File: config.mk
export PLATFORM = sky130hd
export DESIGN_NAME = coin_validator_pulse_device
export DESIGN_NICKNAME = d
export VERILOG_FILES = /design/src/rtl/cvp_pkg.sv /design/src/rtl/cvp_regs.sv /design/src/rtl/cvp_core.sv /design/src/rtl/coin_validator_pulse_device.sv
export SDC_FILE = /design/constraint.sdc
export NUM_CORES = 1
export LEC_CHECK = 0
export BUFFER_PORTS_ARGS = -buffer_cell sky130_fd_sc_hd__buf_2
export CORE_UTILIZATION = 53
export DETAILED_ROUTE_END_ITERATION = 8
export GPL_TIMING_DRIVEN = 0
export PLACE_DENSITY_LB_ADDON = 0.2
export SYNTH_ARGS = -nofsm -noshare
export SYNTH_HDL_FRONTEND = slang
export SYNTH_SLANG_ARGS = --single-unit
File: constraint.sdc
create_clock -name clk -period 8.45 [get_ports clk]
set_clock_uncertainty 0.2 [all_clocks]
set_input_delay 2.535 -clock clk [delete_from_list [all_inputs] [get_ports clk]]
set_output_delay 2.535 -clock clk [all_outputs]
set_load 0.1 [all_outputs]
File: src/rtl/cvp_pkg.sv
// Package for the coin validator pulse device: types, codes and constants.
package cvp_pkg;

    // Number of denominations covered by the mask, and the largest coin value
    localparam int DENOM_COUNT = 48;
    localparam int MAX_PULSES  = 48;
    localparam logic [9:0] MAX_CENTS = 10'(5 * DENOM_COUNT);

    // Width or gap of zero falls back to this
    localparam logic [15:0] DEFAULT_TICKS = 16'd350;

    // Reset values of the configuration registers
    localparam logic [1:0]  MODE_RESET  = 2'd1;
    localparam logic [47:0] MASK_RESET  = 48'd524307;
    localparam logic [15:0] WIDTH_RESET = 16'd4200;
    localparam logic [15:0] GAP_RESET   = 16'd4200;

    // Register indexes (byte address is 8 * index)
    localparam logic [1:0] REG_MODE  = 2'd0;
    localparam logic [1:0] REG_MASK  = 2'd1;
    localparam logic [1:0] REG_WIDTH = 2'd2;
    localparam logic [1:0] REG_GAP   = 2'd3;

    // Validator modes that take coins
    localparam logic [1:0] MODE_PULSE = 2'd1;
    localparam logic [1:0] MODE_UART  = 2'd2;

    // Control byte bits
    localparam int CTL_DISABLE     = 0;
    localparam int CTL_CLR_JAM     = 1;
    localparam int CTL_CLR_REJECT  = 2;

    typedef enum logic [2:0] {
        REQ_TICK,
        REQ_CTRL,
        REQ_INSERT,
        REQ_JAM,
        REQ_REJECT,
        REQ_READ,
        REQ_CMD,
        REQ_TIMEOUT
    } req_kind_t;

    typedef enum logic [3:0] {
        CMD_WAKE,
        CMD_SLEEP,
        CMD_CHECKSUM,
        CMD_LEARN,
        CMD_ENABLE,
        CMD_COLLECT,
        CMD_REFUND,
        CMD_POLL,
        CMD_RESET_FAULT
    } cmd_code_t;

    typedef struct packed {
        logic [2:0] req_type;
        logic [7:0] control_data;
        logic [9:0] coin_cents;
        logic [3:0] command;
    } in_item_t;

    typedef struct packed {
        logic [4:0]  status;
        logic        accepted;
        logic        frame_fault;
        logic        frame_sensor;
        logic [15:0] timeout_count;
    } out_item_t;

    typedef struct packed {
        logic [1:0]  validator_mode;
        logic [47:0] denom_mask;
        logic [15:0] pulse_width_ticks;
        logic [15:0] gap_ticks;
    } cfg_t;

endpackage

File: src/rtl/cvp_regs.sv
// Configuration register file behind the APB-style port.
module cvp_regs
    import cvp_pkg::*;
(
    input  logic        clk,
    input  logic        rst_n,
    input  logic        psel,
    input  logic        penable,
    input  logic        pwrite,
    input  logic [4:0]  paddr,
    input  logic [63:0] pwdata,
    output logic [63:0] prdata,
    output logic        pready,
    output cfg_t        cfg
);

    logic [1:0]  mode_reg;
    logic [47:0] mask_reg;
    logic [15:0] width_reg;
    logic [15:0] gap_reg;
    logic        wr_en;
    logic [1:0]  index;

    assign index  = paddr[4:3];
    assign wr_en  = psel & penable & pwrite;
    assign pready = 1'b1;

    // Register writes in the access phase
    always_ff @(posedge clk or negedge rst_n)
    begin
        if (!rst_n)
        begin
            mode_reg  <= MODE_RESET;
            mask_reg  <= MASK_RESET;
            width_reg <= WIDTH_RESET;
            gap_reg   <= GAP_RESET;
        end
        else if (wr_en)
        begin
            case (index)
                REG_MODE:  mode_reg  <= pwdata[1:0];
                REG_MASK:  mask_reg  <= pwdata[47:0];
                REG_WIDTH: width_reg <= pwdata[15:0];
                REG_GAP:   gap_reg   <= pwdata[15:0];
                default:   ;
            endcase
        end
    end

    // Read mux
    always_comb
    begin
        case (index)
            REG_MODE:  prdata = {62'd0, mode_reg};
            REG_MASK:  prdata = {16'd0, mask_reg};
            REG_WIDTH: prdata = {48'd0, width_reg};
            REG_GAP:   prdata = {48'd0, gap_reg};
            default:   prdata = 64'd0;
        endcase
    end

    assign cfg = '{validator_mode:    mode_reg,
                   denom_mask:        mask_reg,
                   pulse_width_ticks: width_reg,
                   gap_ticks:         gap_reg};

endmodule

File: src/rtl/cvp_core.sv
// Device state and the single-pass update for one request.
module cvp_core
    import cvp_pkg::*;
(
    input  logic      clk,
    input  logic      rst_n,
    input  cfg_t      cfg,
    input  logic      fire,
    input  in_item_t  item,
    output out_item_t result
);

    logic        disabled_reg, disabled_next;
    logic        jam_reg, jam_next;
    logic        reject_reg, reject_next;
    logic        emitting_reg, emitting_next;
    logic [7:0]  escrow_reg, escrow_next;
    logic [5:0]  target_reg, target_next;
    logic [5:0]  index_reg, index_next;
    logic [16:0] phase_reg, phase_next;
    logic [15:0] timeouts_reg, timeouts_next;

    logic [15:0] w_eff, g_eff;
    logic [16:0] w_ext, wg_sum, phase_inc;
    logic [7:0]  cents_lo;
    logic [15:0] prod;
    logic [5:0]  n_pulses, n_m1;
    logic [7:0]  n_times5;
    logic        insert_ok;
    logic        ok, is_cmd, ffault, fsensor, line_high;
    req_kind_t   kind;

    // Effective timing with zero mapped to the default
    assign w_eff     = (cfg.pulse_width_ticks == 16'd0) ? DEFAULT_TICKS : cfg.pulse_width_ticks;
    assign g_eff     = (cfg.gap_ticks == 16'd0) ? DEFAULT_TICKS : cfg.gap_ticks;
    assign w_ext     = {1'b0, w_eff};
    assign wg_sum    = {1'b0, w_eff} + {1'b0, g_eff};
    assign phase_inc = phase_reg + 17'd1;

    // Coin check: divide the low 8 bits by 5 through the reciprocal 205/1024 (exact for these values)
    assign cents_lo = item.coin_cents[7:0];
    assign prod     = {8'd0, cents_lo} * 16'd205;
    assign n_pulses = prod[15:10];
    assign n_times5 = {n_pulses, 2'b00} + {2'b00, n_pulses};
    assign n_m1     = n_pulses - 6'd1;
    assign insert_ok = !disabled_reg && !jam_reg
                    && (cfg.validator_mode == MODE_PULSE || cfg.validator_mode == MODE_UART)
                    && (item.coin_cents != 10'd0)
                    && (item.coin_cents <= MAX_CENTS)
                    && (n_times5 == cents_lo)
                    && ({1'b0, n_pulses} <= 7'(MAX_PULSES))
                    && cfg.denom_mask[n_m1];

    assign kind = req_kind_t'(item.req_type);

    // Next state and result fields
    always_comb
    begin
        disabled_next = disabled_reg;
        jam_next      = jam_reg;
        reject_next   = reject_reg;
        emitting_next = emitting_reg;
        escrow_next   = escrow_reg;
        target_next   = target_reg;
        index_next    = index_reg;
        phase_next    = phase_reg;
        timeouts_next = timeouts_reg;
        ok            = 1'b1;
        is_cmd        = 1'b0;
        ffault        = jam_reg;
        fsensor       = (escrow_reg != 8'd0);

        case (kind)
            REQ_TICK:
            begin
                if (emitting_reg)
                begin
                    if (target_reg == 6'd0)
                    begin
                        emitting_next = 1'b0;
                    end
                    else
                    begin
                        phase_next = phase_inc;
                        if (({1'b0, index_reg} + 7'd1 >= {1'b0, target_reg})
                            && (phase_inc >= w_ext))
                        begin
                            emitting_next = 1'b0;
                            index_next    = 6'd0;
                            phase_next    = 17'd0;
                        end
                        else if (phase_inc >= wg_sum)
                        begin
                            index_next = index_reg + 6'd1;
                            phase_next = 17'd0;
                        end
                    end
                end
            end
            REQ_CTRL:
            begin
                disabled_next = item.control_data[CTL_DISABLE];
                if (item.control_data[CTL_CLR_JAM])
                begin
                    jam_next    = 1'b0;
                    reject_next = 1'b0;
                end
                if (item.control_data[CTL_CLR_REJECT])
                begin
                    reject_next = 1'b0;
                end
            end
            REQ_INSERT:
            begin
                ok = insert_ok;
                if (insert_ok)
                begin
                    // value is at most 240 here, so no saturation
                    escrow_next   = cents_lo;
                    target_next   = n_pulses;
                    index_next    = 6'd0;
                    phase_next    = 17'd0;
                    emitting_next = 1'b1;
                    reject_next   = 1'b0;
                end
            end
            REQ_JAM, REQ_REJECT:
            begin
                if (kind == REQ_JAM)
                begin
                    jam_next = 1'b1;
                end
                else
                begin
                    reject_next = 1'b1;
                end
                emitting_next = 1'b0;
                escrow_next   = 8'd0;
                target_next   = 6'd0;
                index_next    = 6'd0;
                phase_next    = 17'd0;
            end
            REQ_READ:
            begin
            end
            REQ_CMD:
            begin
                is_cmd = 1'b1;
                case (item.command)
                    CMD_WAKE, CMD_ENABLE:
                        disabled_next = 1'b0;
                    CMD_SLEEP:
                        disabled_next = 1'b1;
                    CMD_CHECKSUM, CMD_POLL:
                    begin
                    end
                    CMD_LEARN:
                    begin
                        jam_next    = 1'b0;
                        reject_next = 1'b0;
                        escrow_next = 8'd0;
                        ffault      = 1'b0;
                        fsensor     = 1'b0;
                    end
                    CMD_COLLECT, CMD_REFUND:
                    begin
                        if (escrow_reg == 8'd0)
                        begin
                            ok = 1'b0;
                        end
                        else
                        begin
                            escrow_next = 8'd0;
                            fsensor     = 1'b0;
                            if (item.command == CMD_REFUND)
                            begin
                                reject_next = 1'b1;
                            end
                        end
                    end
                    CMD_RESET_FAULT:
                    begin
                        jam_next    = 1'b0;
                        reject_next = 1'b0;
                        ffault      = 1'b0;
                    end
                    default:
                        ok = 1'b0;
                endcase
            end
            REQ_TIMEOUT:
            begin
                timeouts_next = timeouts_reg + 16'd1;
                jam_next      = 1'b1;
            end
            default:
            begin
            end
        endcase

        // Non-command items report the latches after the update
        if (!is_cmd)
        begin
            ffault  = jam_next;
            fsensor = (escrow_next != 8'd0);
        end
    end

    assign line_high = emitting_next && !jam_next && (target_next != 6'd0)
                    && (phase_next < w_ext);

    assign result = '{status:        {disabled_next, reject_next, jam_next,
                                      !disabled_next && !jam_next, line_high},
                      accepted:      ok,
                      frame_fault:   ffault,
                      frame_sensor:  fsensor,
                      timeout_count: timeouts_next};

    // State update on each processed request
    always_ff @(posedge clk or negedge rst_n)
    begin
        if (!rst_n)
        begin
            disabled_reg <= 1'b0;
            jam_reg      <= 1'b0;
            reject_reg   <= 1'b0;
            emitting_reg <= 1'b0;
            escrow_reg   <= 8'd0;
            target_reg   <= 6'd0;
            index_reg    <= 6'd0;
            phase_reg    <= 17'd0;
            timeouts_reg <= 16'd0;
        end
        else if (fire)
        begin
            disabled_reg <= disabled_next;
            jam_reg      <= jam_next;
            reject_reg   <= reject_next;
            emitting_reg <= emitting_next;
            escrow_reg   <= escrow_next;
            target_reg   <= target_next;
            index_reg    <= index_next;
            phase_reg    <= phase_next;
            timeouts_reg <= timeouts_next;
        end
    end

endmodule

File: src/rtl/coin_validator_pulse_device.sv
// Path: the request is held in the input register, then its result in the result register;
// a stall on rsp_ready holds the item in the input register.
// Throughput: one request per cycle; the core updates all state in a single pass.
// The response register frees in the cycle it is taken, so full rate holds under no stall.
// Reset (rst_n, async, active low) clears device state and pipeline valids;
// configuration returns to mode 1, mask 0x80013, width and gap 4200.
module coin_validator_pulse_device
    import cvp_pkg::*;
(
    input  logic        clk,
    input  logic        rst_n,
    input  logic        req_valid,
    output logic        req_ready,
    input  in_item_t    req,
    output logic        rsp_valid,
    input  logic        rsp_ready,
    output out_item_t   rsp,
    input  logic        psel,
    input  logic        penable,
    input  logic        pwrite,
    input  logic [4:0]  paddr,
    input  logic [63:0] pwdata,
    output logic [63:0] prdata,
    output logic        pready
);

    cfg_t      cfg;
    logic      stage_valid_reg;
    in_item_t  stage_reg;
    logic      rsp_valid_reg;
    out_item_t rsp_reg;
    out_item_t result;
    logic      out_free;
    logic      fire;

    cvp_regs u_regs (
        .clk     (clk),
        .rst_n   (rst_n),
        .psel    (psel),
        .penable (penable),
        .pwrite  (pwrite),
        .paddr   (paddr),
        .pwdata  (pwdata),
        .prdata  (prdata),
        .pready  (pready),
        .cfg     (cfg)
    );

    cvp_core u_core (
        .clk    (clk),
        .rst_n  (rst_n),
        .cfg    (cfg),
        .fire   (fire),
        .item   (stage_reg),
        .result (result)
    );

    // Flow control between the stages
    assign out_free  = !rsp_valid_reg || rsp_ready;
    assign fire      = stage_valid_reg && out_free;
    assign req_ready = !stage_valid_reg || fire;
    assign rsp_valid = rsp_valid_reg;
    assign rsp       = rsp_reg;

    // Valid bits
    always_ff @(posedge clk or negedge rst_n)
    begin
        if (!rst_n)
        begin
            stage_valid_reg <= 1'b0;
            rsp_valid_reg   <= 1'b0;
        end
        else
        begin
            if (req_ready)
            begin
                stage_valid_reg <= req_valid;
            end
            if (out_free)
            begin
                rsp_valid_reg <= fire;
            end
        end
    end

    // Payload registers
    always_ff @(posedge clk)
    begin
        if (req_valid && req_ready)
        begin
            stage_reg <= req;
        end
        if (fire)
        begin
            rsp_reg <= result;
        end
    end

endmodule
==> results.toml, run 1 <==
[setup_path]
endpoint = "rsp[19]"
max_stage_delay_ns = 0.53
cpMaxStageDelayCell = "fa_1"
rr_startpoint = "stage_reg[5]"
r2r_end = "rsp[19]"
crit_fanout = 10
r2r_cells = 34
crit_required_ns = 8.56
regToRegSetupSlack_ns = 0.15
path_class = "reg2reg"
startpoint_type = "flop"
crit_path_end_kind = "flop"
critPathLaunch = "stage_reg[5]"
arrival_ns = 8.40

[power]
p_sw_share_pct = 45.5
p_seq_share_pct = 24.0
p_comb_share_pct = 59.6
p_int_mw = 2.72
p_switching_mw = 2.27
pwr-share-clk_pct = 16.4
vdd_drop_max_uv = 228
p_leak_nw = 7.45
powerDensity_nw_per_um2 = 316

[run_status]
status = "finished clean"

[global_route]
grt_pass1_wl_microns = 52400
grt_max_degree = 97
grt-ovfl-total = 0
antenna_found_initial = 0
grt_usage_pct = 25.5
grt_pass1_vias = 10500

[yosys]
synth_top_cell_area_share_pct = 24.3
synth_edf_count = 44
synth_cell_types = 81
synth_cells = 1295
synth.avg_cell_area_sq_um = 10.2
yosysSeqAreaShare_pct = 36.9
synth.largest_area_cell = "dfrtp_1"
synth_seq_cells = 185
synthTopCellsByArea = "dfrtp_1 24%, ha_1 12%, edfxtp_1 10%, mux2_2 6.8%, xnor2_1 3.1%"
yosysWarnings = 0
syn_area_sq_um = 13200
ys_async_sr_fraction_pct = 76.2
synth_flop_cell = "dfrtp_1"

[floorplanning]
die-width_microns = 160
dieArea_sq_um = 25500
die-height_microns = 160
initial_utilization_pct = 54.1
rows = 57
core_sq_um = 24400
io_pins = 192

[sta]
timing_hold_violations_final = 0
rsz0062_at_grt = "yes"
worst_pin_slew_ns = 1.11
hold_ws_ns = 0.295
fmax_ghz = 0.120
post-route-period-util_pct = 98.2
drv_slew = 0
setup_viol = 0
period_needed_ns = 8.30
max_slew_margin_pct = 25.6

[cts]
cts_hold_buf = 0
clock_latency_ns = 0.44
numCtsBuffers = 17
root_buffer = "clkbuf_16"
tritoncts = "built"
h-tree-depth = 4
clock_path_buffers = 2
cts.clk_slew.worst_paths_ns = 0.08
clkSinkCount = 185

[placement]
numPortBuffers = 150
dpl.cell_count = 1785
place_area_sq_um = 14500
dp_hpwl_microns = 24000
gp_congestion = 0.902

[job]
maxCapViolations = 0

[layout]
drive_above_1_share_pct = 28.4
final_area_sq_um = 15800
most-common-layout-cells = "149 x buf_2, 128 x dfrtp_1, 116 x ha_1, 83 x nand2_1, 80 x mux2_2"
area_growth_pct = 19.7
final_common_cell = "buf_2"
largest_reg_flops = 48
fin_nets = 1762
stdcell_count = 1861
n_antenna_cell = 0
final_core_util_pct = 64.7

[detailed_routing]
vias_per_cell = 5.66
drt-initial-drc-count = 564
ant_nets = 0
vias = 10500
drc = 0
drt-pass1-iter-count = 5
avgRoutedWirePerCell_microns = 17.4
routed_wl_microns = 32500

[min_path]
hp-class = "reg2reg"
## cell usage after synthesis, types with 4 or more instances
| cell | n |
|---|---|
| dfrtp_1 | 128 |
| ha_1 | 126 |
| nand2_1 | 83 |
| mux2_2 | 80 |
| inv_1 | 78 |
| clkbuf_1 | 58 |
| a21oi_1 | 52 |
| nor2_1 | 52 |
| o21ai_0 | 49 |
| xnor2_1 | 47 |
| a22o_1 | 45 |
| edfxtp_1 | 44 |
| and2_1 | 43 |
| xor2_1 | 35 |
| nand3_1 | 34 |
| a21o_1 | 24 |
| nand2b_1 | 22 |
| mux2i_1 | 20 |
| nor3_1 | 20 |
| buf_4 | 18 |
| a31oi_1 | 17 |
| nand4_1 | 17 |
| and3_1 | 15 |
| nor4_1 | 14 |
| dfstp_2 | 13 |
| fa_1 | 11 |
| nor2b_1 | 10 |
| a211oi_1 | 9 |
| mux4_2 | 8 |
| o21a_1 | 7 |
| a311oi_1 | 6 |
| o21bai_1 | 6 |
| o22ai_1 | 6 |
| a2bb2oi_1 | 5 |
| a211oi_2 | 4 |
| mux2_4 | 4 |
| nor4b_1 | 4 |
| or2_2 | 4 |
| or4_1 | 4 |
## power by group through the flow
stage / clock network (mW) / logic [mW] / registers, mW
3_3_place_gp: 0 / 2.47 / 1.21
5_1_grt: 0.871 / 3.19 / 1.22
4_1_cts: 0.833 / 2.77 / 1.19
6_report: 0.821 / 2.98 / 1.20
2_1_floorplan: 0 / 1.91 / 1.27
3_5_place_dp: 0 / 2.53 / 1.21
## layer usage
layer	GRT usage, %	vias to the layer above	part of all wire (%)
met4	8.10	0	2.2
met1	33.2	5045	44
met5	0	-	0
met2	43.6	332	49
li1	-	5105	-
met3	3.95	53	4.5
## logic make-up (layout without fill, tap and decap cells)
group / after synthesis / after routing / synth area share, %
compound gates: 273 / 273 / 14.9
xor+xnor: 84 / 84 / 5.69
fa+ha+maj: 138 / 138 / 13.7
buf+inv: 165 / 391 / 5.40
flops: 185 / 185 / 36.9
mux: 112 / 112 / 10.2
other cells: 2 / 17 / 0.0569
simple gates: 336 / 337 / 13.2
## final cells by class
type	instances	area, sq um
repair buffers	196	1140
plain buffers	83	422
well taps	324	405
multi-input cells	961	8050
clock buffers	17	425
inverters	80	300
clock inverters	15	189
fillers	1981	8600
flip-flops and latches	185	4870
## worst max-delay path, delay by kind of cell, from the launching register on
| family | cells | cell delay [ns] |
|---|---|---|
| AOI/OAI and AO/OA | 12 | 2.68 |
| and+or+nand+nor | 6 | 1.07 |
| buffers and inverters | 5 | 0.57 |
| DFF | 1 | 0.51 |
| muxes | 1 | 0.14 |
| adders and majority gates | 7 | 2.56 |
| xor gates and xnor gates | 3 | 0.42 |
## per-stage QoR
stage / setup WS, ns / TNS [ns] / total power, mW
5_1_grt: -0.123 / -0.123 / 5.28
2_1_floorplan: 0.0709 / 0 / 3.17
3_5_place_dp: -1.50 / -1.50 / 3.74
6_report: 0.151 / 0 / 4.99
3_3_place_gp: -1.46 / -1.46 / 3.68
4_1_cts: 0.00643 / 0 / 4.80
## worst min path at each step
stage,start,endpoint,cells past startpoint
2_1_floorplan,stage_valid_reg,rsp_valid,1
3_3_place_gp,stage_valid_reg,rsp_valid,1
3_5_place_dp,u_core.escrow_reg[3],u_core.escrow_reg[3],1
4_1_cts,u_core.escrow_reg[3],u_core.escrow_reg[3],1
5_1_grt,u_core.escrow_reg[0],u_core.escrow_reg[0],1
6_report,u_core.escrow_reg[3],u_core.escrow_reg[3],1
## what timing repair did
item                       CTS  global route
gates resized for setup     49            32
cloned                       0             1
setup buffers               27            18
setup endpoints to repair    1             1
pin swaps                   23            40
(Power assumes the default switching activity.)
==> run 2, diff against run 1 <==
- CORE_ASPECT_RATIO: default -> 0.7
- CORE_UTILIZATION: 53 -> 30
- SLEW_MARGIN: default -> 10
==> run 2 against run 1 <==
Net effect:
- the flow now finishes with violations (negative setup slack)
- maximum frequency decreased by 3.1%
- largest cell class unchanged
- routed wire length increased by 14%
- combinational power increased by 1%
- critical endpoint unchanged
- flip-flop and latch count unchanged
==> results.toml, run 2 (synthesized netlist as in run 1, its figures left out) <==
[cts]
cts_hold_buf = 0
cts.clk_slew.worst_paths_ns = 0.07
numCtsBuffers = 17
root_buffer = "clkbuf_16"
h-tree-depth = 4
clock_path_buffers = 2
tritoncts = "built"
clock_latency_ns = 0.46
clkSinkCount = 185

[sta]
hold_ws_ns = 0.288
fmax_ghz = 0.117
post-route-period-util_pct = 101
max_slew_margin_pct = 12.0
worst_pin_slew_ns = 1.31
timing_hold_violations_final = 0
drv_slew = 0
worst_slack_ns = -0.113
setup_viol = 1
period_needed_ns = 8.56
rsz0062_at_grt = "yes"

[global_route]
grt_pass1_vias = 10500
grt_pass1_wl_microns = 58700
grt_max_degree = 99
antenna_found_initial = 4
grt-ovfl-total = 0
grt_usage_pct = 16.9

[detailed_routing]
ant_nets = 0
routed_wl_microns = 37000
avgRoutedWirePerCell_microns = 17.3
drc = 0
drt-initial-drc-count = 538
drt-pass1-iter-count = 5
vias_per_cell = 4.90
vias = 10500

[floorplanning]
initial_utilization_pct = 30.8
io_pins = 192
rows = 63
dieArea_sq_um = 44800
die-width_microns = 253
core_sq_um = 42900
die-height_microns = 177

[layout]
most-common-layout-cells = "149 x buf_2, 128 x dfrtp_1, 115 x ha_1, 83 x nand2_1, 80 x mux2_2"
final_area_sq_um = 16200
drive_above_1_share_pct = 28.8
final_common_cell = "buf_2"
largest_reg_flops = 48
fin_nets = 1776
area_growth_pct = 23.0

[job]
maxCapViolations = 0

[setup_path]
r2r_end = "rsp[19]"
r2r_cells = 37
startpoint_type = "flop"
rr_startpoint = "stage_reg[5]"
critPathLaunch = "stage_reg[5]"
crit_path_end_kind = "flop"
path_class = "reg2reg"
arrival_ns = 8.68
max_stage_delay_ns = 0.55
crit_required_ns = 8.56
crit_fanout = 5
cpMaxStageDelayCell = "edfxtp_1"
regToRegSetupSlack_ns = -0.11

[power]
p_leak_nw = 7.52
powerDensity_nw_per_um2 = 312
vdd_drop_max_uv = 237

[placement]
place_area_sq_um = 14800
gp_congestion = 0.846
dp_hpwl_microns = 28100
numPortBuffers = 150

[run_status]
status = "complete, but fails checks"
violations = "negative setup slack"

[min_path]
hp-class = "reg2reg"
hold_end = "u_core.timeouts_reg[15]"
hold_path_startpoint = "u_core.timeouts_reg[15]"
min_path_cells = 1
## run 2: layer usage
layer	vias up	GRT usage [%]	share of wire, %
met1	5075	24.4	51
li1	5136	-	-
met5	-	0	0.081
met2	230	25.6	43
met4	4	3.61	0.98
met3	32	3.95	5.0
## run 2: worst max path at each step
stage / endpoint / cells after the start
2_1_floorplan: rsp[19] / 36
3_3_place_gp: rsp[19] / 34
3_5_place_dp: rsp[19] / 34
4_1_cts: rsp[19] / 34
5_1_grt: rsp[19] / 39
6_report: rsp[19] / 37
## run 2: power by group
part / leakage, nW / internal, mW / switching (mW)
clock network: 0.297 / 0.406 / 0.428
registers: 2.20 / 1.07 / 0.133
logic: 5.02 / 1.29 / 1.73
## run 2: timing repair
action / CTS / global route
gates resized for setup: 63 / 12
pin swaps: 38 / 35
setup buffers: 43 / 16
cloned: 1 / 0
endpoints found under the setup margin: 1 / 1
## run 2: area by class of cell
cell class                 instances  area [sq um]
antenna                            1          2.50
buffer                            83           425
clock buffer                      17           425
clock inverter                    15           189
fill                            4329         26600
inverter                          80           300
multi-input combinational        961          8050
sequential                       185          4870
tap                              585           732
timing repair buffer             210          1240
## run 2: metrics by stage
step | util, % | worst slack (ns) | TNS (ns) | total power [mW] | cells
final | 37.9 | -0.113 | -0.113 | 5.06 | 2137
after global routing | 37.8 | -0.517 | -0.517 | 5.39 | 2136
after CTS | 37.4 | 0.0104 | 0 | 4.98 | 2120
after detailed placement | 34.5 | -1.74 | -1.74 | 3.80 | 2046
after global placement | 34.4 | -1.63 | -1.63 | 3.75 | 2045
after floorplan | - | 0.0709 | 0 | 3.17 | 1310
## run 2: critical path: cells and delay by family (launching register included)
kind | cells | cell delay, ns
AO/OA/AOI/OAI | 13 | 2.50
adder cells (fa/ha/maj) | 7 | 2.60
flip-flops | 1 | 0.55
AND/OR/NAND/NOR | 9 | 1.72
multiplexers | 1 | 0.12
XOR/XNOR | 3 | 0.42
buffers and inverters | 4 | 0.32
